[src/hw/rtl/gdg_pkg.sv]
package gdg_pkg;

  localparam int unsigned GRID_DIM_DEF = 80;

  // Command codes of an input item.
  typedef enum logic [1:0] {
    CMD_DEPOSIT = 2'd0,
    CMD_READ    = 2'd1,
    CMD_CLEAR   = 2'd2,
    CMD_NONE    = 2'd3
  } cmd_e;

  // Configuration register indexes.
  localparam logic [1:0] REG_GZX   = 2'd0;
  localparam logic [1:0] REG_GZY   = 2'd1;
  localparam logic [1:0] REG_BURST = 2'd2;

  typedef struct packed {
    cmd_e               cmd;
    logic signed [23:0] landing_x;
    logic signed [23:0] landing_y;
    logic [19:0]        spread_sigma;
    logic [39:0]        weight;
    logic [23:0]        arrival_hours;
    logic [3:0]         size_class;
    logic [6:0]         cell_col;
    logic [6:0]         cell_row;
  } item_t;

  typedef struct packed {
    logic        status;
    logic [47:0] cell_dose;
    logic [23:0] cell_arrival;
    logic [3:0]  cell_class;
  } result_t;

  // Shared divider widths: dividend and quotient, divisor.
  localparam int unsigned DIV_NW = 64;
  localparam int unsigned DIV_DW = 41;

  localparam logic [47:0] DOSE_MAX   = 48'hFFFF_FFFF_FFFF;
  localparam logic [30:0] INV_PI_Q32 = 31'd1367130551;
  localparam logic [31:0] EXP_SEED   = 32'hFFFF_0000;
  localparam int unsigned EXP_BITS   = 20;
  localparam logic [7:0]  BURST_DIV  = 8'd200;
  localparam logic [7:0]  BURST_HALF = 8'd100;
  // ceil(2^32 / 200), exact for dividends below 2^24.
  localparam logic [24:0] BURST_RECIP = 25'd21474837;

  typedef logic [EXP_BITS-1:0][31:0] exp_tab_t;

  // Successive squares of exp(-2^-16) in Q0.32, one per bit of the exponent.
  function automatic exp_tab_t exp_tab();
    exp_tab_t   tab;
    logic [64:0] sq;
    logic [31:0] c;
    c = EXP_SEED;
    for (int b = 0; b < EXP_BITS; b++) begin
      tab[b] = c;
      sq = 65'(c) * 65'(c) + 65'(33'h0_8000_0000);
      c = sq[63:32];
    end
    return tab;
  endfunction

  localparam exp_tab_t EXP_C = exp_tab();

endpackage

[src/hw/rtl/gdg_div.sv]
module gdg_div (
  input  logic                          clk_i,
  input  logic                          rst_ni,
  input  logic                          start_i,
  input  logic [gdg_pkg::DIV_NW-1:0]    num_i,
  input  logic [gdg_pkg::DIV_DW-1:0]    den_i,
  output logic                          done_o,
  output logic [gdg_pkg::DIV_NW-1:0]    quo_o
);

  localparam int unsigned NW = gdg_pkg::DIV_NW;
  localparam int unsigned DW = gdg_pkg::DIV_DW;
  localparam int unsigned CNTW = $clog2(NW);

  logic            busy_q, busy_d;
  logic            done_q, done_d;
  logic [CNTW-1:0] cnt_q, cnt_d;
  logic [DW-1:0]   rem_q;
  logic [NW-1:0]   quo_q;
  logic [DW-1:0]   den_q;
  logic [DW:0]     trial;
  logic            ge;

  // Restoring division, one quotient bit per cycle; the dividend shifts
  // out of the quotient register as quotient bits shift in.
  assign trial = {rem_q, quo_q[NW-1]};
  assign ge    = trial >= {1'b0, den_q};

  always_comb begin
    busy_d = busy_q;
    done_d = 1'b0;
    cnt_d  = cnt_q;
    if (start_i) begin
      busy_d = 1'b1;
      cnt_d  = '0;
    end else if (busy_q) begin
      cnt_d = cnt_q + 1'b1;
      if (cnt_q == CNTW'(NW - 1)) begin
        busy_d = 1'b0;
        done_d = 1'b1;
      end
    end
  end

  always_ff @(posedge clk_i or negedge rst_ni) begin
    if (!rst_ni) begin
      busy_q <= 1'b0;
      done_q <= 1'b0;
      cnt_q  <= '0;
    end else begin
      busy_q <= busy_d;
      done_q <= done_d;
      cnt_q  <= cnt_d;
    end
  end

  always_ff @(posedge clk_i) begin
    if (start_i) begin
      rem_q <= '0;
      quo_q <= num_i;
      den_q <= den_i;
    end else if (busy_q) begin
      rem_q <= ge ? DW'(trial - {1'b0, den_q}) : trial[DW-1:0];
      quo_q <= {quo_q[NW-2:0], ge};
    end
  end

  assign done_o = done_q;
  assign quo_o  = quo_q;

endmodule

[config.mk]
export PLATFORM = sky130hd
export DESIGN_NAME = gdg_div
export DESIGN_NICKNAME = d
export VERILOG_FILES = /design/src/hw/rtl/gdg_pkg.sv /design/src/hw/rtl/gdg_div.sv
export SDC_FILE = /design/constraint.sdc
export NUM_CORES = 1
export LEC_CHECK = 0
export BUFFER_PORTS_ARGS = -buffer_cell sky130_fd_sc_hd__buf_2
export CORE_MARGIN = 1
export CORE_UTILIZATION = 25
export CTS_BUF_LIST = sky130_fd_sc_hd__clkbuf_4 sky130_fd_sc_hd__clkbuf_8 sky130_fd_sc_hd__clkbuf_16
export DETAILED_ROUTE_END_ITERATION = 8
export PLACE_DENSITY = 0.4
export SKIP_LAST_GASP = 1
export SLEW_MARGIN = 20
export SYNTH_ARGS = -nofsm -noshare
export SYNTH_HDL_FRONTEND = slang
export SYNTH_SLANG_ARGS = --single-unit
[constraint.sdc]
create_clock -name clk_i -period 3.75 [get_ports clk_i]
set_clock_uncertainty 0.15 [all_clocks]
set_input_delay 0.375 -clock clk_i [delete_from_list [all_inputs] [get_ports clk_i]]
set_output_delay 0.375 -clock clk_i [all_outputs]
set_load 0.05 [all_outputs]
== After elaboration in Yosys (flattened, before gate mapping) ==
Index checks and enable logic that the tools add are counted.

* Div/mod/pow operators: 0
* $lt $le $gt $ge: 1
* Muxes and demuxes: 11
* Add/sub/neg operators: 2
* Reductions and logical operators: 1
* Shift operators: 0
* Multipliers: 0
* Equal/unequal tests: 1
* Bitwise gates (word level): 0

{| class="wikitable"
|+ Operators with widths
! cell !! number
|-
| 64-bit two-way mux || 2
|-
| 42-bit by 41-bit greater-or-equal comparator with 1-bit output || 1
|-
| 41-bit two-way mux || 1
|-
| 41-bit subtractor || 1
|-
| 6-bit two-way mux || 2
|-
| 6-bit by 1-bit adder with 6-bit output (second input constant) || 1
|-
| 6-bit equality test (second input constant) || 1
|-
| 1-bit two-way mux || 6
|-
| 2-bit nonzero test || 1
|}

* Output and inout bits: 65
* Flip-flop bits (word level): 154
* Memories kept: 0
* Bits in read-only memories: 0
* Latch bits: 0
* Memory bits (writable): 0
* Word-level logic and storage cells: 22
* Input port bits: 108

== Logic depth before layout (Yosys ltp) ==
Gate-level depths: netlist of the first run.

* Word-level depth: 4
* Gate-level depth with buffers: 15
* Depth with buffers taken out: 13

== Worst setup path before layout of the first run ==
OpenSTA, ideal clock, no wires.

* Path kind: reg-to-reg
* Start: register quo_q[63] (netlist: quo_o[63])
* End: register rem_q[36]
* Path buffers: 0
* Setup time: 0.122 ns
* Cell stages (with the launch flop): 14
* Period minus slack after synthesis: 3.433 ns
* Path slack: 0.317 ns
* Data arrival time: 3.161 ns
* Data required time: 3.478 ns
* Cell sequence: edfxtp_1 inv_1 ha_1 inv_1 fa_1 a21o_1 a22oi_1 a21oi_2 and3_4 o31ai_4 o21ai_2 or4_1 and4_1 a221o_1

* Cells in the longest elaborated chain, start to end: 2
* Elaborated cells between the ends (all ways): 3
* Those cells by class: add/sub (1); order compare (1); mux (1)

{| class="wikitable"
|+ RTL lines
! item !! RTL line !! RTL
|-
| start, declared || gdg_div.sv:19 || <nowiki>logic [NW-1:0] quo_q;</nowiki>
|-
| start signal, assigned || gdg_div.sv:60 || <nowiki>quo_q <= num_i;</nowiki>
|-
| start signal, assigned || gdg_div.sv:64 || <nowiki>quo_q <= {quo_q[NW-2:0], ge};</nowiki>
|-
| 41-bit subtractor / 42-bit by 41-bit greater-or-equal comparator with 1-bit output (equally long branches) || gdg_div.sv:63, gdg_div.sv:27 ||
|-
| 41-bit two-way mux (*) || gdg_div.sv:63 || <nowiki>rem_q <= ge ? DW'(trial - {1'b0, den_q}) : trial[DW-1:0];</nowiki>
|-
| end signal, assigned || gdg_div.sv:63 ||
|-
| end, declared || gdg_div.sv:18 || <nowiki>logic [DW-1:0] rem_q;</nowiki>
|}

Every way passes the cells marked *; elsewhere a longest branch is shown, timed or not.
A chain may end at the register's enable or synchronous reset.

== Worst setup path after layout of the first run ==
* Start: register quo_q[63] (netlist: quo_o[63])
* End: register rem_q[28]

Same word-level chain as after synthesis.

==> results of run 1 <==
[kinds of logic after synthesis]
logic type                 Yosys count
AOI/OAI and AO/OA                  200
xor gates and xnor gates            39
adders and majority gates           43
buffers and inverters               96
DFF                                154
muxes                               84
and+or+nand+nor                    173
[stage by stage]
step                instance area [um2]  setup WS (ps)  hold slack [ps]  power [W]  utilization
CTS                               10900            103             51.3    0.00486        0.326
global route                      10900           32.3             60.7    0.00500        0.326
detailed placement                 9850            133             92.2    0.00292        0.295
finish                            10900            238             83.7    0.00478        0.326
floorplan                          8490            317            -70.6    0.00267            -
global placement                   9850            223             95.2    0.00293        0.295
[critical path, cell delays in order, from the launching register on]
cell      delay [ps]
edfxtp_1         400
inv_1             80
ha_1             150
inv_1             50
fa_1             390
a21o_1           220
a221oi_1         370
o21bai_1         190
a221oi_1         450
o21ai_1          250
a21oi_1          240
xnor2_1          140
mux2i_1           90
a211oi_1         250
[cells in the mapped netlist, drive strengths merged (12+ instances only)]
| master | number | area, um2 |
|---|---|---|
| dfxtp | 41 | 821 |
| nand4 | 12 | 75.1 |
| xor2 | 20 | 175 |
| edfxtp | 105 | 3150 |
| mux2i | 20 | 200 |
| a21o | 22 | 165 |
| nor2 | 59 | 224 |
| a21oi | 52 | 264 |
| o21ai | 48 | 244 |
| inv | 56 | 210 |
| nor3 | 12 | 60.1 |
| a211oi | 24 | 180 |
| ha | 42 | 526 |
| nand2 | 49 | 184 |
| mux2 | 64 | 721 |
| clkbuf | 31 | 118 |
| xnor2 | 19 | 166 |
[where the power goes]
group	total, W	switching [W]	internal [W]	leakage (nW)
Combinational	0.000889	0.000574	0.000315	2.73
Clock	0.00187	0.000733	0.00113	0.298
Sequential	0.00202	0.0000681	0.00196	1.52
[repair_timing]
action	in CTS	in global routing
resized for setup	0	1
endpoints found under the setup margin	0	2
hold buffers	42	0
hold endpoints to repair	49	0
[path summary, 6_finish.rpt]
kind / startpoint / depth (start not counted) / end / slack [ps]
worst max-delay path: quo_o[63] / 13 / rem_q[28] / 240
worst min-delay path: num_i[49] / 2 / quo_o[49] / 80
worst max register to register: quo_o[63] / 13 / rem_q[28] / 240
worst min register to register: rem_q[4] / 2 / rem_q[4] / 330
max in group asynchronous: rst_ni / 2 / busy_q / 3070
min in group asynchronous: rst_ni / 2 / done_o / 180
[layout by cell type (no fill, tap or decap), types with 19 or more instances in the layout]
cell type / n
xor2_1: 20
mux2_2: 64
mux2i_1: 20
xnor2_1: 19
buf_2: 171
a21oi_1: 51
dfxtp_1: 41
edfxtp_1: 105
a211oi_1: 24
o21ai_0: 45
nor2_1: 58
nand2_1: 49
a21o_1: 22
dlygate4sd3_1: 42
ha_1: 42
inv_1: 55
[sequential cells by signal, indices dropped and copies added, names as in the netlist]
| register | count |
|---|---|
| den_q | 41 |
| cnt_q | 6 |
| busy_q | 1 |
| done_o | 1 |
| rem_q | 41 |
| quo_o | 64 |
[layer usage]
layer  wire length [um]  track usage  up-vias  share of wire
met4                301       0.0426        2          0.013
li1                   -            -     3301              -
met3               1850       0.0582       21          0.080
met1              10500        0.174     3114           0.45
met2              10500        0.228      186           0.45
met5                 10            0        -        0.00043
[final cells by class]
type,instances,area (um2)
clock inverter,12,174
inverter,56,210
multi-input combinational,539,3950
tap,448,561
clock buffer,20,448
sequential,154,4180
timing repair buffer,223,1380
fill,3457,22600
==> impl_results.md, run 1 <==
* Status: complete, no violations
* Sequential fraction of the synthesis area at 0.492
* Mux cell area share after synthesis at 0.108
* Fraction of registers with async set/reset at 0.0519
* Final std cells w/o fill at 1,452
* Minimum clock period at 3510 ps
* Antenna violations before repair at 1
* EDFF count, synth at 105
* Postcts setup bufs at 0
* Placer Congestion at 0.793
* Worst EP required at 3940 ps
* All-Layer GR Usage at 0.142
* Number of I/O port buffers at 172
* Slew margin rel. at 0.563
* DIE HEIGHT at ~190 um
* First-pass GRT wire length at 37,600 um
* Synthesis-to-layout area growth at 28.3%
* CTS tree: yes
* Share of layout cells above drive strength 1 at 0.289
* Post-Synth Adder-Cell Area at 0.0642
* Iteration-0 DRC Markers at 305
* Max-slew violation count at 0
* Worst Path Class, Setup: flip-flop to flip-flop
* DRC at 0
* IO Pins at 173
* Reg clk slew, reported paths at 70 ps
* Clk sink count at 154
* # rows at 67
* TritonCTS buffer count at 17
* Post-Route WL at 23,200 um
* Leak Pwr at 4.54 nW
* Final hold violation count at 0
* Antenna cell count at 0
* Type of the tightest min-delay check: input pin to flip-flop
* Cell count after synthesis at roughly 790
* Post-Syn Nets at 940
* Clock buffer depth at 2
* Synth Area in Compound Gates at 0.154
* Placed Instances at between 1k and 1.5k
* Initial Utilization at 0.254
* PwrDens at ~440 mW/mm2
* Primary FF master, synth: edfxtp_1
* Post-DP HPWL at 16,700 um
* Number of synthesized register bits at 154
* Fin Setup TNS at 0 ps
* Grt ovf at 0
* Post-synthesis average cell area at 10.8 um2
* H-tree depth at 4
* DR pass1 iterations at 4
* Largest family of logic cells by synthesized area: compound AO/OA/AOI/OAI gates
* Worst setup EP type: flip-flop
* Vias at around 6.6k
* Crit path DAT at 3710 ps
* Critical path peak fanout at 4
* Routed len/inst at 16.0 um
* Fmax at approximately 280 MHz
* Worst Max-Slew Pin Slew at 656 ps
* Number of global-route vias before repair at 6,938
* Die footprint at 0.0347 mm2
* Post-Synth XOR/XNOR Area at 0.0402
* Die X at 186 um
* Total Nets Final at between 1k and 1.5k
* RSZ-0062 raised after global routing: no
* Element type at the critical path start: flip-flop
* Later-pin clock latency in the skew report at 440 ps
* DRT antenna net count at 0
* Std-Cell Core Area at 0.0334 mm2
* Maximum VDD drop at 0.000309 V
* Distinct cells, synth at 63
* Synthesized-area fraction occupied by and/or/nand/nor cells at 0.0964
* Synth Cell Area at 0.00849 mm2
* # setup viols final at 0
* Pin count of the biggest net entering global routing at 80
* Root buf cell: clkbuf_16
* Yosys warning total at 0
* Vias/cell at 4.56
* Fin crit share at 0.936
* # Max-Cap Violations at 0
Note: power is estimated with default switching activity, not from simulation.
==> run 2, diff against run 1 <==
--- a/config.mk
+++ b/config.mk
@@ -7,10 +7,10 @@
 export LEC_CHECK = 0
 export BUFFER_PORTS_ARGS = -buffer_cell sky130_fd_sc_hd__buf_2
 export CORE_MARGIN = 1
-export CORE_UTILIZATION = 25
+export CORE_UTILIZATION = 56
 export CTS_BUF_LIST = sky130_fd_sc_hd__clkbuf_4 sky130_fd_sc_hd__clkbuf_8 sky130_fd_sc_hd__clkbuf_16
 export DETAILED_ROUTE_END_ITERATION = 8
-export PLACE_DENSITY = 0.4
+export PLACE_DENSITY = 0.78
 export SKIP_LAST_GASP = 1
 export SLEW_MARGIN = 20
 export SYNTH_ARGS = -nofsm -noshare
==> run 2 against run 1 <==
Utilization is 39 points higher. Routed wire length is 13% lower. Die area down 55%.
==> impl_results.md, run 2 (synthesis gave the netlist of run 1 again) <==
* Status: complete, no violations
* Worst-case reg-to-reg path depth at 11
* Minimum clock period at 3480 ps
* Post-Route WL at 20,200 um
* Worst EP required at 3970 ps
* Critical path peak fanout at 20
* Maximum VDD drop at 0.000343 V
* Worst reg2reg setup slack at 270 ps
* # setup viols final at 0
* First-pass GRT wire length at 32,500 um
* Routed len/inst at 17.0 um
* Crit path DAT at 3690 ps
* Worst setup EP type: flip-flop
* # rows at 44
* Fmax at 288 MHz
* Final hold violation count at 0
* DIE HEIGHT at ~130 um
* Min-delay src: num_i[6]
* PwrDens at roughly 440 mW/mm2
* Clock buffer depth at 2
* Vias at just under 7k
* Fillers at 1,109
* Placed Instances at between 1k and 1.5k
* Slew margin rel. at 0.454
* Most frequent cells in the layout: buf_2 (171), edfxtp_1 (105), mux2_2 (64), nor2_1 (58), inv_1 (55)
* Fin Setup TNS at 0 ps
* Synthesis-to-layout area growth at 23.7%
* Grt ovf at 0
* WHS Endpoint: quo_o[6]
* Hold depth at 2
* Number of I/O port buffers at ~170
* Initial Utilization at 0.580
* Post-DP HPWL at 13,900 um
* Area after DPL at 0.00949 mm2
* Max-slew violation count at 0
* Vias/cell at approximately 5.7
* Final std cells w/o fill at 1,186
* Antenna cell count at 0
* Share of layout cells above drive strength 1 at 0.287
* DR pass1 iterations at 6
* RSZ-0062 raised after global routing: no
* Root buf cell: clkbuf_16
* # Max-Cap Violations at 0
* Std-Cell Core Area at 0.0146 mm2
* Max reg flops at 64
* CTS tree: yes
* Fin crit share at 0.927
* Number of global-route vias before repair at 6,698
* Placer Congestion at 0.896
* Reg clk slew, reported paths at 60 ps
* Leak Pwr at between 4 and 5 nW
* DRC at 0
* Commonest non-fill, non-tap cell in the layout: buf_2
* Worst Path Class, Setup: flip-flop to flip-flop
* Pin count of the biggest net entering global routing at 108
* Clk sink count at ~150
* All-Layer GR Usage at 0.264
* Die X at 125 um
* TritonCTS buffer count at 17
* Worst Max-Slew Pin Slew at just over 800 ps
* Postcts setup bufs at 0
* Later-pin clock latency in the skew report at 430 ps
* Fin area at 0.0105 mm2
* Antenna violations before repair at 0
* Element type at the critical path start: flip-flop
* Type of the tightest min-delay check: input pin to flip-flop
* DRT antenna net count at 0
* Reg-to-Reg Start: den_q[16]
* Reg2reg end: rem_q[36]
* Total Nets Final at 1,140
* Die footprint at around 0.016 mm2
* Iteration-0 DRC Markers at 424
* IO Pins at 173
* H-tree depth at 4
run 2: changes by cell type in the layout (fill, tap and decap cells not counted), moves of 2 or more:
cell	change
a221oi_2	+2
clkinv_2	-2
clkinv_4	+2
inv_6	+2
a221oi_1	-2
bufinv_16	-2
run 2: area by class of cell:
type / count / area [um2] / area share
timing repair buffer: 221 / 1350 / 0.128
clock inverter: 13 / 143 / 0.0136
multi-input combinational: 539 / 3960 / 0.377
tap: 184 / 230 / 0.0219
clock buffer: 19 / 440 / 0.0419
sequential: 154 / 4170 / 0.397
inverter: 56 / 210 / 0.0200
run 2: critical path, cell delays in order, from the launching register on:
cell	delay [ps]
edfxtp_1	320
inv_1	40
ha_1	400
nand2_1	150
o21ai_0	310
a21oi_1	110
o41ai_2	380
o31ai_4	160
o21ai_4	580
nor2b_1	460
and4_1	250
a221o_1	100
run 2: stage by stage:
stage | hold slack, ps | power, W | utilization | setup slack (ps)
6_report | 94.9 | 0.00462 | 0.717 | 275
5_1_grt | 82.1 | 0.00479 | 0.717 | 18.8
4_1_cts | 76.9 | 0.00464 | 0.717 | 145
3_5_place_dp | 77.2 | 0.00290 | 0.648 | 208
3_3_place_gp | 76.0 | 0.00288 | 0.648 | 328
2_1_floorplan | -70.6 | 0.00267 | - | 317
run 2: how the worst max path moves through the flow:
stage               startpoint        end  slack (ps)
global route         quo_o[63]  rem_q[21]          20
detailed placement   quo_o[63]  rem_q[40]         210
global placement     quo_o[63]  rem_q[40]         330
CTS                  quo_o[63]  rem_q[40]         150
floorplan            quo_o[63]  rem_q[36]         320
finish               den_q[16]  rem_q[36]         270
run 2: timing repair:
action,CTS,global route
hold buffers,42,0
setup endpoints to repair,0,5
hold endpoints to repair,49,0
gates resized for setup,0,3
run 2: metal layers:
metal	GRT usage	routed length (um)	vias to the layer above
met5	0	0	-
met4	0.103	407	0
met3	0.0697	1320	33
met2	0.457	10100	212
met1	0.315	8390	3178
li1	-	-	3301
run 2: power breakdown:
group          switching, W  leakage (nW)  total [W]  internal [W]
clock network      0.000715         0.276    0.00171      0.000998
registers         0.0000655          1.52    0.00202       0.00196
logic              0.000570          2.72   0.000885      0.000315
total               0.00135          4.51    0.00462       0.00327
==> run 3, diff against run 2 <==
==> constraint.sdc (replaced) <==
create_clock -name clk_i -period 3.75 [get_ports clk_i]
set_clock_uncertainty 0.15 [all_clocks]
set_input_delay 0.1875 -clock clk_i [delete_from_list [all_inputs] [get_ports clk_i]]
set_output_delay 0.1875 -clock clk_i [all_outputs]
set_load 0.05 [all_outputs]
==> run 3 against run 2 <==
Clock power about the same. Routed wire length up 9.6%. Total power up 1.1%. Hold slack better by 220 ps. Critical path type unchanged. Flip-flop and latch count unchanged. Setup slack worse by 8.2 ps. Non-clock buffer count up 66. Register-to-register slack about the same. Final cell count up 5.6%. Global-route usage up 2.4 points. Maximum frequency down 0.23%. Via count up 4.6%. Largest cell class unchanged.
==> impl_results.md, run 3 (synthesis gave the netlist of run 1 again) <==
* Final hold violation count at 0
* Status: complete, no violations
* Share of layout cells above drive strength 1 at 0.269
* TritonCTS buffer count at 17
* DRC at 0
* Critical path peak fanout at 5
* Maximum VDD drop at 0.000424 V
* Reg clk slew, reported paths at 70 ps
* IO Pins at 173
* Critical Path Start: quo_o[63]
* Synthesis-to-layout area growth at 31.4%
* Initial Utilization at 0.580
* Clk sink count at around 150
* # Max-Cap Violations at 0
* Total Nets Final at ~1.2k
* Worst reg2reg setup slack at between 200 and 300 ps
* Routed len/inst at approximately 18 um
* Reg2reg end: rem_q[36]
* Commonest non-fill, non-tap cell in the layout: buf_2
* Worst Max-Slew Pin Slew at 695 ps
* Number of global-route vias before repair at 7,045
* DIE HEIGHT at 125 um
* Minimum clock period at 3480 ps
* Root buf cell: clkbuf_16
* Antenna violations before repair at 1
* CP endpoint: rem_q[36]
* Vias at roughly 7.0k
* Placer Congestion at just under 0.9
* Grt ovf at 0
* Clock buffer depth at 2
* RSZ-0062 raised after global routing: no
* Postcts setup bufs at 0
* Fin Setup TNS at 0 ps
* Vias/cell at 5.61
* Crit path DAT at approximately 3700 ps
* Pin count of the biggest net entering global routing at 122
* Later-pin clock latency in the skew report at 430 ps
* Max-slew violation count at 0
* Iteration-0 DRC Markers at 429
* Fmax at 287 MHz
* CTS tree: yes
* Worst Path Class, Setup: flip-flop to flip-flop
* Post-DP HPWL at 14,000 um
* All-Layer GR Usage at 0.288
* DRT antenna net count at 0
* PwrDens at 419 mW/mm2
* Final std cells w/o fill at 1,253
* Placed Instances at 1,112
* Worst EP required at around 4000 ps
* # rows at 44
* DR pass1 iterations at 7
* Finished Core Util at 0.762
* Slew margin rel. at 0.537
* Worst setup EP type: flip-flop
* H-tree depth at 4
* Total power at 0.00467 W
* Post-Route WL at 22,100 um
* Most frequent cells in the layout: buf_2 (171), dlygate4sd3_1 (108), edfxtp_1 (105), mux2_2 (64), nor2_1 (58)
* # setup viols final at 0
* Number of I/O port buffers at approximately 170
* Die X at between 100 and 150 um
* Max reg flops at 64
* Std-Cell Core Area at 0.0146 mm2
* Type of the tightest min-delay check: input pin to flip-flop
* Leak Pwr at 4.78 nW
* Element type at the critical path start: flip-flop
* Worst-case reg-to-reg path depth at 13
* First-pass GRT wire length at approximately 35,000 um
* Reg-to-Reg Start: quo_o[63]
* Fin crit share at 0.929
* Die footprint at 0.0157 mm2
==> run 3: cell count changes in the layout (fill, tap and decap cells not counted) <==
cell / delta
clkinv_4: -1
clkbuf_4: -2
diode_2: +1
inv_8: +3
clkinv_1: +1
bufinv_16: -1
dlygate4sd3_1: +66
==> run 3: area by class of cell <==
class | count | area [um2]
inverters | 56 | 210
clock buffers | 17 | 425
diodes | 1 | 2.50
well taps | 184 | 230
fillers | 964 | 3490
clock inverters | 15 | 141
flip-flops and latches | 154 | 4170
repair buffers | 287 | 2010
multi-input cells | 539 | 3960
==> run 3: repair_timing <==
action                                 CTS  global route
resized for setup                        0             3
endpoints found under the hold margin  114             0
hold buffers                           108             0
setup endpoints to repair                0             4
==> run 3: worst min-delay path by stage <==
stage               slack (ps)  startpoint         to  cells after the start
floorplan                 -260      rst_ni     busy_q                      0
global placement          -110      rst_ni   cnt_q[0]                      1
detailed placement        -100      rst_ni   cnt_q[0]                      1
CTS                        300    den_i[6]   den_q[6]                      2
global route               310   den_i[10]  den_q[10]                      2
finish                     310   den_i[32]  den_q[32]                      2
==> run 3: stage by stage <==
step	hold WS (ps)	setup WS (ps)	instance area (um2)
6_report	313	267	11200
3_3_place_gp	-109	316	9490
4_1_cts	298	178	11100
5_1_grt	308	53.9	11200
3_5_place_dp	-103	232	9490
2_1_floorplan	-258	317	8490
==> run 3: power by group <==
part | switching (W) | total [W] | internal [W]
Sequential | 0.0000730 | 0.00203 | 0.00196
Clock | 0.000758 | 0.00169 | 0.000927
Combinational | 0.000596 | 0.000957 | 0.000361
Total | 0.00143 | 0.00467 | 0.00324
==> run 3: worst max-delay path, stage by stage, from the launching register on <==
cell,delay (ps)
edfxtp_1,400
inv_1,70
ha_1,150
inv_1,50
fa_1,400
a21o_1,240
a22oi_1,210
a21oi_2,130
and3_4,210
o31ai_4,360
o21ai_2,160
or4_1,400
and4_1,180
a221o_1,240
==> run 3: routing by layer <==
| layer | vias to the layer above | share of wire | track usage |
|---|---|---|---|
| met5 | - | 0 | 0 |
| met4 | 0 | 0.032 | 0.134 |
| met3 | 49 | 0.057 | 0.0685 |
| met2 | 240 | 0.49 | 0.491 |
| met1 | 3308 | 0.42 | 0.345 |
| li1 | 3435 | - | - |
